File: config.mk
export PLATFORM = sky130hd
export DESIGN_NAME = stream_pattern_replacer_top
export DESIGN_NICKNAME = d
export VERILOG_FILES = /design/src/sv/spr_pkg.sv /design/src/sv/spr_front.sv /design/src/sv/spr_queue.sv /design/src/sv/spr_back.sv /design/src/sv/stream_pattern_replacer_top.sv
export SDC_FILE = /design/constraint.sdc
export NUM_CORES = 1
export LEC_CHECK = 0
export ABC_AREA = 1
export BUFFER_PORTS_ARGS = -buffer_cell sky130_fd_sc_hd__buf_4
export CORE_MARGIN = 2
export CORE_UTILIZATION = 60
export CTS_BUF_LIST = sky130_fd_sc_hd__clkbuf_4 sky130_fd_sc_hd__clkbuf_8
export DETAILED_ROUTE_END_ITERATION = 8
export GPL_TIMING_DRIVEN = 0
export MAX_ROUTING_LAYER = met4
export PLACE_DENSITY = 0.79
export SLEW_MARGIN = 30
export SYNTH_ARGS = -nofsm -noshare
export SYNTH_HDL_FRONTEND = slang
export SYNTH_HIERARCHICAL = 1
export SYNTH_SLANG_ARGS = --single-unit
export TNS_END_PERCENT = 10
File: constraint.sdc
create_clock -name clk -period 10.4 [get_ports clk]
set_clock_uncertainty 0.2 [all_clocks]
set_input_delay 2.08 -clock clk [delete_from_list [all_inputs] [get_ports clk]]
set_output_delay 2.08 -clock clk [all_outputs]
set_load 0.005 [all_outputs]
File: src/sv/spr_pkg.sv
// ----------------------------------------------------------------------------
// Stream pattern replacer package
// Shared types and constants for the find-and-replace datapath.
// ----------------------------------------------------------------------------
package spr_pkg;

  // Widest pattern or replacement that a command can carry, in bytes.
  localparam int BYTES_MAX = 8;
  // Width of the packed byte registers.
  localparam int DATA_W    = 8 * BYTES_MAX;
  // Width of a length or byte count (holds 0 to BYTES_MAX).
  localparam int LEN_W     = 4;
  // Width of a byte position inside a command.
  localparam int IDX_W     = 3;

  // Configuration register map, in register order.
  typedef enum logic [1:0] {
    REG_PATTERN_BYTES,
    REG_PATTERN_LENGTH,
    REG_REPLACEMENT_BYTES,
    REG_REPLACEMENT_LENGTH
  } reg_idx_t;

  // Emit command: up to BYTES_MAX bytes, first byte lowest; a zero count
  // with the last flag set asks for an empty end marker.
  typedef struct packed {
    logic [DATA_W-1:0] data;
    logic [LEN_W-1:0]  count;
    logic              last;
  } cmd_t;

endpackage

File: src/sv/spr_front.sv
// ----------------------------------------------------------------------------
// Stream pattern replacer front end
// Accepts source bytes, keeps the match window and turns each byte into an
// emit command for the back end, pushed when the byte yields output or ends a string.
// ----------------------------------------------------------------------------
module spr_front #(
  parameter int MAX_PATTERN     = 8,
  parameter int MAX_REPLACEMENT = 8
) (
  input  logic                       clk,
  input  logic                       rst,
  input  logic                       in_valid,
  output logic                       in_ready,
  input  logic [7:0]                 in_byte,
  input  logic                       in_last,
  input  logic                       queue_full,
  input  logic                       window_clear,
  input  logic [spr_pkg::DATA_W-1:0] pattern_bytes,
  input  logic [spr_pkg::LEN_W-1:0]  pattern_length,
  input  logic [spr_pkg::DATA_W-1:0] replacement_bytes,
  input  logic [spr_pkg::LEN_W-1:0]  replacement_length,
  output logic                       push,
  output spr_pkg::cmd_t              cmd
);

  localparam int FW = $clog2(MAX_PATTERN + 1);

  logic [7:0]                window [MAX_PATTERN];
  logic [7:0]                win_new [MAX_PATTERN];
  logic [FW-1:0]             fill;
  logic [FW-1:0]             fill_base;
  logic [FW-1:0]             fill_inc;
  logic [spr_pkg::LEN_W-1:0] plen;
  logic [spr_pkg::LEN_W-1:0] rlen;
  logic [spr_pkg::DATA_W-1:0] win_vec;
  logic                      full;
  logic                      hit;
  logic                      accept;

  assign in_ready = !queue_full;
  assign accept   = in_valid && in_ready;

  // Effective lengths: a zero pattern counts as one byte, both saturate.
  always_comb begin
    if (pattern_length == '0) begin
      plen = spr_pkg::LEN_W'(1);
    end else if (pattern_length > spr_pkg::LEN_W'(MAX_PATTERN)) begin
      plen = spr_pkg::LEN_W'(MAX_PATTERN);
    end else begin
      plen = pattern_length;
    end
    if (replacement_length > spr_pkg::LEN_W'(MAX_REPLACEMENT)) begin
      rlen = spr_pkg::LEN_W'(MAX_REPLACEMENT);
    end else begin
      rlen = replacement_length;
    end
  end

  // Window with the new byte appended, and the pattern compare.
  always_comb begin
    fill_base = (spr_pkg::LEN_W'(fill) >= plen) ? '0 : fill;
    fill_inc  = fill_base + FW'(1);
    full      = (spr_pkg::LEN_W'(fill_inc) == plen);
    win_vec   = '0;
    hit       = 1'b1;
    for (int k = 0; k < MAX_PATTERN; k++) begin
      win_new[k] = (fill_base == FW'(k)) ? in_byte : window[k];
      win_vec[8*k +: 8] = win_new[k];
      if ((spr_pkg::LEN_W'(k) < plen) && (win_new[k] != pattern_bytes[8*k +: 8])) begin
        hit = 1'b0;
      end
    end
  end

  // Classify the item into an emit command.
  always_comb begin
    cmd.last = in_last;
    if (full && hit) begin
      cmd.data  = replacement_bytes;
      cmd.count = rlen;
    end else if (full) begin
      // Oldest byte goes out; on the last item the rest follows it.
      cmd.data  = win_vec;
      cmd.count = in_last ? plen : spr_pkg::LEN_W'(1);
    end else begin
      cmd.data  = win_vec;
      cmd.count = in_last ? spr_pkg::LEN_W'(fill_inc) : '0;
    end
  end

  assign push = accept && ((cmd.count != '0) || in_last);

  // Window fill count.
  always_ff @(posedge clk) begin
    if (rst) begin
      fill <= '0;
    end else if (window_clear) begin
      fill <= '0;
    end else if (accept) begin
      if (in_last || (full && hit)) begin
        fill <= '0;
      end else if (full) begin
        fill <= FW'(plen - spr_pkg::LEN_W'(1));
      end else begin
        fill <= fill_inc;
      end
    end
  end

  // Window contents: shift down when the window is full, else keep the appended byte.
  always_ff @(posedge clk) begin
    if (accept) begin
      for (int k = 0; k < MAX_PATTERN; k++) begin
        if (full && (k < MAX_PATTERN - 1)) begin
          window[k] <= win_new[(k + 1) % MAX_PATTERN];
        end else begin
          window[k] <= win_new[k];
        end
      end
    end
  end

endmodule

File: src/sv/spr_queue.sv
// ----------------------------------------------------------------------------
// Stream pattern replacer command queue
// Two-entry queue of emit commands between the front and back ends.
// ----------------------------------------------------------------------------
module spr_queue (
  input  logic          clk,
  input  logic          rst,
  input  logic          push,
  input  spr_pkg::cmd_t push_cmd,
  input  logic          pop,
  output spr_pkg::cmd_t head,
  output logic          not_empty,
  output logic          full
);

  spr_pkg::cmd_t entries [2];
  logic          wr_ptr;
  logic          rd_ptr;
  logic [1:0]    used;

  assign head      = entries[rd_ptr];
  assign not_empty = (used != 2'd0);
  assign full      = (used == 2'd2);

  // Pointers and occupancy.
  always_ff @(posedge clk) begin
    if (rst) begin
      wr_ptr <= 1'b0;
      rd_ptr <= 1'b0;
      used   <= 2'd0;
    end else begin
      if (push) begin
        wr_ptr <= !wr_ptr;
      end
      if (pop) begin
        rd_ptr <= !rd_ptr;
      end
      if (push && !pop) begin
        used <= used + 2'd1;
      end else if (pop && !push) begin
        used <= used - 2'd1;
      end
    end
  end

  // Entry storage.
  always_ff @(posedge clk) begin
    if (push) begin
      entries[wr_ptr] <= push_cmd;
    end
  end

endmodule

File: src/sv/spr_back.sv
// ----------------------------------------------------------------------------
// Stream pattern replacer back end
// Plays out the head command one result item per cycle while the receiver is ready.
// ----------------------------------------------------------------------------
module spr_back (
  input  logic          clk,
  input  logic          rst,
  input  spr_pkg::cmd_t head,
  input  logic          head_valid,
  output logic          pop,
  output logic          out_valid,
  input  logic          out_ready,
  output logic [7:0]    out_byte,
  output logic          out_last,
  output logic          out_empty
);

  logic [spr_pkg::IDX_W-1:0] idx;
  logic                      marker;
  logic                      final_byte;
  logic                      take;

  assign marker     = (head.count == '0);
  assign final_byte = (spr_pkg::LEN_W'(idx) + spr_pkg::LEN_W'(1)) == head.count;
  assign out_valid  = head_valid;
  assign take       = out_valid && out_ready;
  assign pop        = take && (marker || final_byte);

  // Result fields straight from the registered queue head.
  always_comb begin
    if (marker) begin
      out_byte  = 8'd0;
      out_last  = 1'b1;
      out_empty = 1'b1;
    end else begin
      out_byte  = head.data[8*idx +: 8];
      out_last  = head.last && final_byte;
      out_empty = 1'b0;
    end
  end

  // Byte position within the head command.
  always_ff @(posedge clk) begin
    if (rst) begin
      idx <= '0;
    end else if (pop) begin
      idx <= '0;
    end else if (take) begin
      idx <= idx + spr_pkg::IDX_W'(1);
    end
  end

endmodule

File: src/sv/stream_pattern_replacer_top.sv
// Results of an accepted item pass through the registered command queue.
// Throughput: one item per cycle while each item yields at most one result
// and the receiver is ready; an item with several results holds the output
// until all are taken, and the two-entry queue buffers two emit commands.
// Reset (synchronous, rst high) empties the window and the queue and loads
// the register defaults: pattern length 1, all else zero.
// ----------------------------------------------------------------------------
// Stream pattern replacer top level
// Byte stream find-and-replace with an APB-style register port.
// ----------------------------------------------------------------------------
module stream_pattern_replacer_top #(
  parameter int MAX_PATTERN     = 8,
  parameter int MAX_REPLACEMENT = 8
) (
  input  logic        clk,
  input  logic        rst,
  // Source stream
  input  logic        s_axis_tvalid,
  output logic        s_axis_tready,
  input  logic [7:0]  s_axis_tdata,   // [7:0] in_byte
  input  logic        s_axis_tlast,
  // Result stream
  output logic        m_axis_tvalid,
  input  logic        m_axis_tready,
  output logic [7:0]  m_axis_tdata,   // [7:0] out_byte
  output logic        m_axis_tlast,
  output logic        m_axis_tuser,   // [0] out_empty
  // Register port
  input  logic        psel,
  input  logic        penable,
  input  logic        pwrite,
  input  logic [4:0]  paddr,
  input  logic [63:0] pwdata,
  output logic [63:0] prdata,
  output logic        pready
);

  logic [spr_pkg::DATA_W-1:0] pattern_bytes;
  logic [spr_pkg::LEN_W-1:0]  pattern_length;
  logic [spr_pkg::DATA_W-1:0] replacement_bytes;
  logic [spr_pkg::LEN_W-1:0]  replacement_length;
  spr_pkg::reg_idx_t          reg_sel;
  logic                       cfg_write;
  logic                       window_clear;
  logic                       push;
  logic                       pop;
  logic                       queue_full;
  logic                       head_valid;
  spr_pkg::cmd_t              push_cmd;
  spr_pkg::cmd_t              head;

  assign pready       = 1'b1;
  assign reg_sel      = spr_pkg::reg_idx_t'(paddr[4:3]);
  assign cfg_write    = psel && penable && pwrite && pready;
  assign window_clear = cfg_write && (reg_sel == spr_pkg::REG_PATTERN_LENGTH);

  // Register writes.
  always_ff @(posedge clk) begin
    if (rst) begin
      pattern_bytes      <= '0;
      pattern_length     <= spr_pkg::LEN_W'(1);
      replacement_bytes  <= '0;
      replacement_length <= '0;
    end else if (cfg_write) begin
      unique case (reg_sel)
        spr_pkg::REG_PATTERN_BYTES:      pattern_bytes      <= pwdata;
        spr_pkg::REG_PATTERN_LENGTH:     pattern_length     <= pwdata[spr_pkg::LEN_W-1:0];
        spr_pkg::REG_REPLACEMENT_BYTES:  replacement_bytes  <= pwdata;
        spr_pkg::REG_REPLACEMENT_LENGTH: replacement_length <= pwdata[spr_pkg::LEN_W-1:0];
        default:                         pattern_bytes      <= pattern_bytes;
      endcase
    end
  end

  // Register reads.
  always_comb begin
    unique case (reg_sel)
      spr_pkg::REG_PATTERN_BYTES:      prdata = pattern_bytes;
      spr_pkg::REG_PATTERN_LENGTH:     prdata = 64'(pattern_length);
      spr_pkg::REG_REPLACEMENT_BYTES:  prdata = replacement_bytes;
      spr_pkg::REG_REPLACEMENT_LENGTH: prdata = 64'(replacement_length);
      default:                         prdata = '0;
    endcase
  end

  spr_front #(
    .MAX_PATTERN    (MAX_PATTERN),
    .MAX_REPLACEMENT(MAX_REPLACEMENT)
  ) u_front (
    .clk               (clk),
    .rst               (rst),
    .in_valid          (s_axis_tvalid),
    .in_ready          (s_axis_tready),
    .in_byte           (s_axis_tdata),
    .in_last           (s_axis_tlast),
    .queue_full        (queue_full),
    .window_clear      (window_clear),
    .pattern_bytes     (pattern_bytes),
    .pattern_length    (pattern_length),
    .replacement_bytes (replacement_bytes),
    .replacement_length(replacement_length),
    .push              (push),
    .cmd               (push_cmd)
  );

  spr_queue u_queue (
    .clk      (clk),
    .rst      (rst),
    .push     (push),
    .push_cmd (push_cmd),
    .pop      (pop),
    .head     (head),
    .not_empty(head_valid),
    .full     (queue_full)
  );

  spr_back u_back (
    .clk       (clk),
    .rst       (rst),
    .head      (head),
    .head_valid(head_valid),
    .pop       (pop),
    .out_valid (m_axis_tvalid),
    .out_ready (m_axis_tready),
    .out_byte  (m_axis_tdata),
    .out_last  (m_axis_tlast),
    .out_empty (m_axis_tuser)
  );

endmodule

==> results.tsv, run 1 <==
stage	metric	value	unit
status	status	completed	
sta	relSlewSlack	0.439	
synthesis	synthMuxAreaShare	0.0428	
synthesis	synth_adder_area_share	0.00921	
flow_run	max_cap_violations	0	
global_routing	grt_max_degree	53	
synthesis	syn_area	19000	um2
synthesis	ys_ff_latch	350	
die	core-area	31400	um2
die	dieArea	33100	um2
sta	drv_slew	0	
critical_path	worst_path_most_repeated_cell	nand2_1	
synthesis	synthXorXnorAreaFrac	0.00506	
global_routing	grt_pass1_vias	16800	
critical_path	slowest_delay	0.68	ns
clock_network	post_cts_buffers	0	
synthesis	synth.distinct_cells	45	
synthesis	async_reset_ff_frac	0	
global_routing	grt.total_usage	0.409	
power_and_ir_drop	combPwrFrac	0.246	
finish	drive_gt1_frac	0.180	
worst_hold_path	hold_path.class	flop to flop	
global_routing	grt.busiest_layer	met2	
power_and_ir_drop	p_per_area	183	nW/um2
clock_network	cts_resized	0	
synthesis	synth_nets	2491	
sta	fin_crit_sh	0.649	
sta	worstMarginPinSlew	0.841	ns
power_and_ir_drop	p_int	2.77	mW
drt	vias	18100	
critical_path	required	10.52	ns
global_routing	grt_pass1_wl	98.3	mm
critical_path	crit_arrival	6.87	ns
clock_network	clk_pin_slew	0.06	ns
sta	setup_tns	0	ns
placed_design	portBuffers	154	
critical_path	crit_type	flop to flop	
global_routing	grt-ovfl-total	0	
finish	nets	2708	
synthesis	yosys.area_share.simple	0.292	
clock_network	cts_sinks	350	
drt	remaining_drc_errors	0	
synthesis	synth_top_family_by_area	simple AND/OR/NAND/NOR gates	
drt	first_iter_violations	2479	
global_routing	grtUsageMet3	0.0718	
placed_design	gp_congestion	1.03	
die	die_w	182	um
drt	ant_nets	0	
synthesis	syn_area_per_cell	7.95	um2
die	io_pins	162	
critical_path	critPathSlowestCell	clkbuf_1	
power_and_ir_drop	clockPowerShare	0.319	
synthesis	synthCells	2392	
global_routing	use_met1	0.555	
clock_network	root_buffer	clkbuf_8	
drt	avgRoutedWirePerCell	21.7	um
power_and_ir_drop	switchingPower	1.27	mW
sta	finalCriticalPeriod	6.75	ns
global_routing	antenna_found_initial	1	
die	fp.dieH	182	um
synthesis	yosysWarnings	6	
finish	seqCellArea	9030	um2
power_and_ir_drop	irDropWorstVdd	0.105	mV
clock_network	cts_tree	built	
clock_network	cts.path.max_buffers	3	
power_and_ir_drop	switching_share	0.314	
finish	multi_input_area	8320	um2
finish	area_growth	16.0	%
clock_network	cts_made_buffers	56	
drt	via_per_inst	5.91	
die	rows	65	
placed_design	place_ws	3.81	ns
synthesis	ys_seq_area_frac	0.475	
drt	dr.pass1.iters	5	
clock_network	htree_levels	2	
critical_path	cp-start-kind	flop	
sta	rsz0062_at_grt	false	
die	start_util	0.606	
synthesis	synth_compound_area_frac	0.0872	
synthesis	synth-main-ff-cell	edfxtp_1	
sta	hold_violations	0	
power_and_ir_drop	seqPwrFrac	0.435	
sta	setup_ws	3.65	ns
critical_path	critPathMaxFanout	24	
clock_network	clk_latency	0.62	ns
synthesis	synth_edf_count	202	
global_routing	globalRouteMet2Util	0.610	
critical_path	cp-end-kind	flop	
sta	fmax	148	MHz
power_and_ir_drop	p_leak	9.66	nW
sta	setup_viol	0	
placed_design	hpwl	51.4	mm
clock_network	cts_hold_buf	0	
drt	wl	66.4	mm
finish	n_fill_cell	2579	
-- layer usage --
| metal | vias up | wire length (um) |
|---|---|---|
| met3 | 168 | 7770 |
| met4 | 0 | 2980 |
| met1 | 8363 | 26800 |
| met2 | 1240 | 28800 |
| li1 | 8300 | - |
| met5 | - | 0 |
-- metrics by stage --
stage	area, um2	utilization	hold slack, ns	std cells	power [mW]
2_1_floorplan	19000	-	0.256	2392	2.38
3_3_place_gp	20700	0.659	0.282	2948	2.70
3_5_place_dp	20800	0.663	0.286	2953	2.75
4_1_cts	22100	0.703	0.304	3057	4.02
5_1_grt	22100	0.703	0.327	3058	4.19
6_report	22100	0.703	0.304	3058	4.04
-- flip-flops by register name, summed over array words and instances (netlist names), named ones only --
signal              count
replacement_length      4
u_queue/wr_ptr          1
u_queue/entries       138
u_front/window         64
u_queue/rd_ptr          1
pattern_bytes          64
u_front/fill            4
replacement_bytes      64
pattern_length          4
u_back/idx              3
u_queue/used            2
-- cell type report --
| type | count | share of cell area |
|---|---|---|
| Inverter | 224 | 0.0389 |
| Buffer | 134 | 0.0377 |
| Clock buffer | 83 | 0.0470 |
| Timing Repair Buffer | 159 | 0.0583 |
| Multi-Input combinational cell | 1684 | 0.377 |
| Antenna cell | 1 | 0.000113 |
| Tap cell | 402 | 0.0228 |
| Sequential cell | 350 | 0.409 |
| Clock inverter | 21 | 0.00891 |
-- cell families after synthesis --
| family | Yosys count |
|---|---|
| AO/OA/AOI/OAI | 271 |
| XOR/XNOR | 11 |
| buffers and inverters | 358 |
| multiplexers | 69 |
| adder cells (fa/ha/maj) | 14 |
| flip-flops | 350 |
| AND/OR/NAND/NOR | 1318 |
| other | 1 |
-- worst paths after layout --
check	depth (start not counted)	startpoint	end	slack, ns
hold reg to reg	2	replacement_bytes[59]$_SDFFE_PP0P_	replacement_bytes[59]$_SDFFE_PP0P_	0.30
setup / recovery	33	pattern_length[3]$_SDFFE_PP0P_	u_queue/entries[0][35]$_DFFE_PP_	3.65
setup reg to reg	33	pattern_length[3]$_SDFFE_PP0P_	u_queue/entries[0][35]$_DFFE_PP_	3.65
hold / removal	2	replacement_bytes[59]$_SDFFE_PP0P_	replacement_bytes[59]$_SDFFE_PP0P_	0.30
-- layout by cell type (no fill, tap or decap), types with 5 or more instances in the layout --
cell / instances
nand4_1: 9
o21ai_0: 128
buf_2: 50
buf_4: 182
buf_6: 20
nor2_4: 7
clkinv_1: 11
nand3_1: 236
xnor2_1: 6
o21ai_1: 43
nand2_1: 602
buf_1: 16
ha_1: 14
a21oi_1: 11
nand2_2: 20
mux2_4: 10
clkbuf_4: 17
nand3b_1: 28
xor2_1: 5
mux2_2: 59
dfxtp_1: 148
clkbuf_1: 19
edfxtp_1: 202
a31oi_1: 21
inv_1: 211
a22o_1: 60
nand3_2: 5
clkbuf_8: 66
nor2_1: 400
inv_2: 8
-- power by group through the flow --
| stage | sequential [mW] | clock, mW | combinational, mW |
|---|---|---|---|
| floorplan | 1.77 | 0 | 0.610 |
| global placement | 1.79 | 0 | 0.912 |
| detailed placement | 1.78 | 0 | 0.965 |
| CTS | 1.76 | 1.29 | 0.969 |
| global route | 1.77 | 1.35 | 1.07 |
| finish | 1.76 | 1.29 | 0.996 |
-- cells in the mapped netlist, types with 2 or more instances --
| cell type | n | area, um2 |
|---|---|---|
| nand3b_1 | 28 | 210 |
| nor2_2 | 4 | 25.0 |
| inv_1 | 213 | 800 |
| mux2_4 | 10 | 150 |
| inv_2 | 8 | 30.0 |
| buf_6 | 20 | 225 |
| a21oi_1 | 11 | 55.1 |
| nand2_2 | 20 | 125 |
| nand4_2 | 2 | 25.0 |
| o21ai_0 | 128 | 641 |
| ha_1 | 14 | 175 |
| nand3_1 | 236 | 1180 |
| a22o_1 | 60 | 526 |
| buf_2 | 50 | 250 |
| nand2_1 | 602 | 2260 |
| o21ai_1 | 43 | 215 |
| clkinv_4 | 2 | 17.5 |
| mux2_2 | 59 | 664 |
| nor2_1 | 401 | 1510 |
| dfxtp_1 | 148 | 2960 |
| edfxtp_1 | 202 | 6070 |
| nand3_2 | 5 | 50.1 |
| clkbuf_1 | 19 | 71.3 |
| xor2_1 | 5 | 43.8 |
| xnor2_1 | 6 | 52.6 |
| nor2_4 | 6 | 67.6 |
| nand4_1 | 9 | 56.3 |
| a31oi_1 | 21 | 131 |
| buf_4 | 28 | 210 |
| buf_1 | 16 | 60.1 |
| nand2_4 | 2 | 22.5 |
-- critical path: cells and delay by family (launching register included) --
kind                     cells  cell delay (ns)
AO/OA/AOI/OAI                2             0.78
adder cells (fa/ha/maj)      2             0.79
buffers and inverters       10             1.94
flip-flops                   1             0.33
AND/OR/NAND/NOR             19             2.39
Power figures use the tool's default switching activity.
==> run 2: changes to the inputs <==
- ABC_AREA: 1 -> 0
- clock period: 10.4 -> 7.08 ns (I/O delays scaled with it)
==> results.tsv, run 2 <==
stage	metric	value	unit
power_and_ir_drop	p_total	6.19	mW
die	start_util	0.611	
drt	avgRoutedWirePerCell	26.2	um
finish	drive_gt1_frac	0.249	
placed_design	gp_congestion	1.02	
clock_network	clk_pin_slew	0.06	ns
finish	final_common_cell	edfxtp_1	
critical_path	cp-start-kind	flop	
global_routing	grt.total_usage	0.392	
finish	largest_reg_flops	138	
global_routing	grt_pass1_wl	94.2	mm
finish	seqCellArea	9030	um2
synthesis	synth.largest_area_cell	edfxtp_1	
synthesis	synth_nets	1902	
power_and_ir_drop	p_per_area	275	nW/um2
sta	drv_slew	0	
drt	first_iter_violations	1892	
global_routing	grt_max_degree	43	
sta	worstMarginPinSlew	1.10	ns
placed_design	hpwl	47.8	mm
critical_path	cp-end-kind	flop	
synthesis	ys_top_cells_by_count	edfxtp_1, mux2i_1, dfxtp_1, nand2b_1, nor2_1	
placed_design	portBuffers	156	
finish	antenna_cells	0	
synthesis	synth_edf_count	202	
critical_path	slowest_delay	0.77	ns
power_and_ir_drop	switching_share	0.305	
placed_design	dp.cells	2366	
die	die_w	184	um
clock_network	cts_resized	11	
finish	final_cell_mix	edfxtp_1, buf_4, mux2i_1	
drt	dr.pass1.iters	6	
drt	wl	64.7	mm
clock_network	post_cts_buffers	0	
critical_path	crit_arrival	7.12	ns
finish	layout.cells.non_filler	2469	
worst_hold_path	hold_path.class	flop to flop	
global_routing	grt-ovfl-total	0	
critical_path	required	7.43	ns
drt	remaining_drc_errors	0	
finish	area_growth	16.1	%
clock_network	cts_sinks	350	
finish	top_register	u_queue/entries	
synthesis	synth.top_cell.area_share	0.313	
clock_network	htree_levels	2	
synthesis	synth.distinct_cells	73	
die	dieArea	33800	um2
power_and_ir_drop	seqPwrFrac	0.440	
clock_network	clk_latency	0.63	ns
synthesis	yosysMostFrequentCell	edfxtp_1	
finish	n_fill_cell	2456	
critical_path	path_cells	nor2_1, o21ai_0, inv_1, ha_1, nor3b_4, buf_4, or2_2, nand3_1, ha_2, clkinv_2, o311ai_0, xor2_1, nor4_2, a21boi_0, a2111o_1, a211oi_1, o21ai_1, ha_1, or3_1, a21oi_1	
sta	setup_ws	0.309	ns
synthesis	yosysWarnings	6	
power_and_ir_drop	clockPowerShare	0.294	
sta	relSlewSlack	0.266	
drt	vias	15800	
die	core-area	31700	um2
critical_path	critPathMaxFanout	19	
drt	via_per_inst	6.41	
power_and_ir_drop	combPwrFrac	0.266	
synthesis	ys_seq_area_frac	0.466	
die	io_pins	162	
finish	multi_input_area	9600	um2
sta	hold_violations	0	
sta	finalCriticalPeriod	6.77	ns
clock_network	cts_hold_buf	0	
finish	nets	2119	
critical_path	worst-path-buf-inv	3	
status	status	completed	
power_and_ir_drop	p_leak	8.90	nW
die	rows	65	
critical_path	critPathSlowestCell	o311ai_0	
placed_design	place_ws	-0.793	ns
synthesis	synth-main-ff-cell	edfxtp_1	
synthesis	ys_ff_latch	350	
synthesis	syn_area	19400	um2
clock_network	cts.path.max_buffers	3	
synthesis	async_reset_ff_frac	0	
global_routing	antenna_found_initial	1	
sta	rsz0062_at_grt	false	
synthesis	syn_area_per_cell	10.8	um2
power_and_ir_drop	switchingPower	1.89	mW
critical_path	worst_path_most_repeated_cell	ha_1	
power_and_ir_drop	irDropWorstVdd	0.164	mV
die	fp.dieH	184	um
sta	setup_viol	0	
clock_network	root_buffer	clkbuf_8	
power_and_ir_drop	p_int	4.31	mW
clock_network	cts_tree	built	
flow_run	max_cap_violations	0	
drt	ant_nets	0	
synthesis	yosys-top-cells-area	edfxtp_1, dfxtp_1, mux2i_1	
global_routing	grt_pass1_vias	15200	
sta	fin_crit_sh	0.956	
sta	setup_tns	0	ns
clock_network	cts_made_buffers	57	
synthesis	synthCells	1803	
critical_path	crit_type	flop to flop	
critical_path	crit_family	compound AO/OA/AOI/OAI gates	
sta	fmax	148	MHz
run 2: changes by cell type after synthesis, moves of 60 or more:
cell	delta
nand2_1	-512
nor2_1	-282
nand3_1	-188
inv_1	-177
mux2i_1	+155
nand2b_1	+137
a21oi_1	+67
nor2b_1	+66
a22o_1	-60
run 2: final timing paths:
check                                                     from                              to  slack, ns  depth (start not counted)
worst min register to register  pattern_bytes[39]$_SDFFE_PP0P_  pattern_bytes[39]$_SDFFE_PP0P_       0.30                          2
worst max-delay path            pattern_length[1]$_SDFFE_PP0P_    u_queue/used[1]$_SDFFE_PP0P_       0.31                         20
worst min-delay path            pattern_bytes[39]$_SDFFE_PP0P_  pattern_bytes[39]$_SDFFE_PP0P_       0.30                          2
worst max register to register  pattern_length[1]$_SDFFE_PP0P_    u_queue/used[1]$_SDFFE_PP0P_       0.31                         20
run 2: power groups by stage:
stage | sequential [mW] | combinational, mW | clock, mW
2_1_floorplan | 2.71 | 1.01 | 0
3_3_place_gp | 2.77 | 1.50 | 0
3_5_place_dp | 2.76 | 1.60 | 0
5_1_grt | 2.75 | 1.73 | 1.92
6_report | 2.73 | 1.65 | 1.82
4_1_cts | 2.72 | 1.61 | 1.83
run 2: kinds of logic after synthesis:
kind of cell | count (synthesis) | synth area share
AO/OA/AOI/OAI | 369 | 0.116
AND/OR/NAND/NOR | 537 | 0.145
other | 1 | 0.000193
adder cells (fa/ha/maj) | 14 | 0.00903
buffers and inverters | 173 | 0.0462
flip-flops | 350 | 0.466
multiplexers | 307 | 0.194
XOR/XNOR | 52 | 0.0242
run 2: per-stage QoR:
step	hold WS [ns]	cell area (um2)	utilization
floorplan	0.256	19400	-
global placement	0.270	21100	0.664
detailed placement	0.285	21200	0.669
CTS	0.294	22400	0.707
global route	0.317	22500	0.710
finish	0.305	22500	0.710
run 2: final cells by class:
| type | instances | area share |
|---|---|---|
| sequential | 350 | 0.401 |
| inverter | 40 | 0.00684 |
| buffer | 130 | 0.0328 |
| clock buffer | 93 | 0.0496 |
| tap | 402 | 0.0223 |
| multi-input combinational | 1280 | 0.426 |
| timing repair buffer | 161 | 0.0575 |
| clock inverter | 13 | 0.00345 |
run 2: metal layers:
layer	vias up	part of all wire	global-route usage
met4	0	0.040	0.151
met5	-	0	-
met2	937	0.44	0.570
li1	7040	-	-
met1	7685	0.41	0.524
met3	154	0.12	0.106
run 2: worst reg2reg max path, stage by stage, from the launching register on:
cell and delay [ns]:
dfxtp_1 0.47, nor2_1 0.08, o21ai_0 0.30, inv_1 0.20, ha_1 0.37, nor3b_4 0.07, buf_4 0.21, or2_2 0.32
nand3_1 0.28, ha_2 0.38, clkinv_2 0.22, o311ai_0 0.77, xor2_1 0.16, nor4_2 0.46, a21boi_0 0.36, a2111o_1 0.50
a211oi_1 0.26, o21ai_1 0.22, ha_1 0.38, or3_1 0.36, a21oi_1 0.14
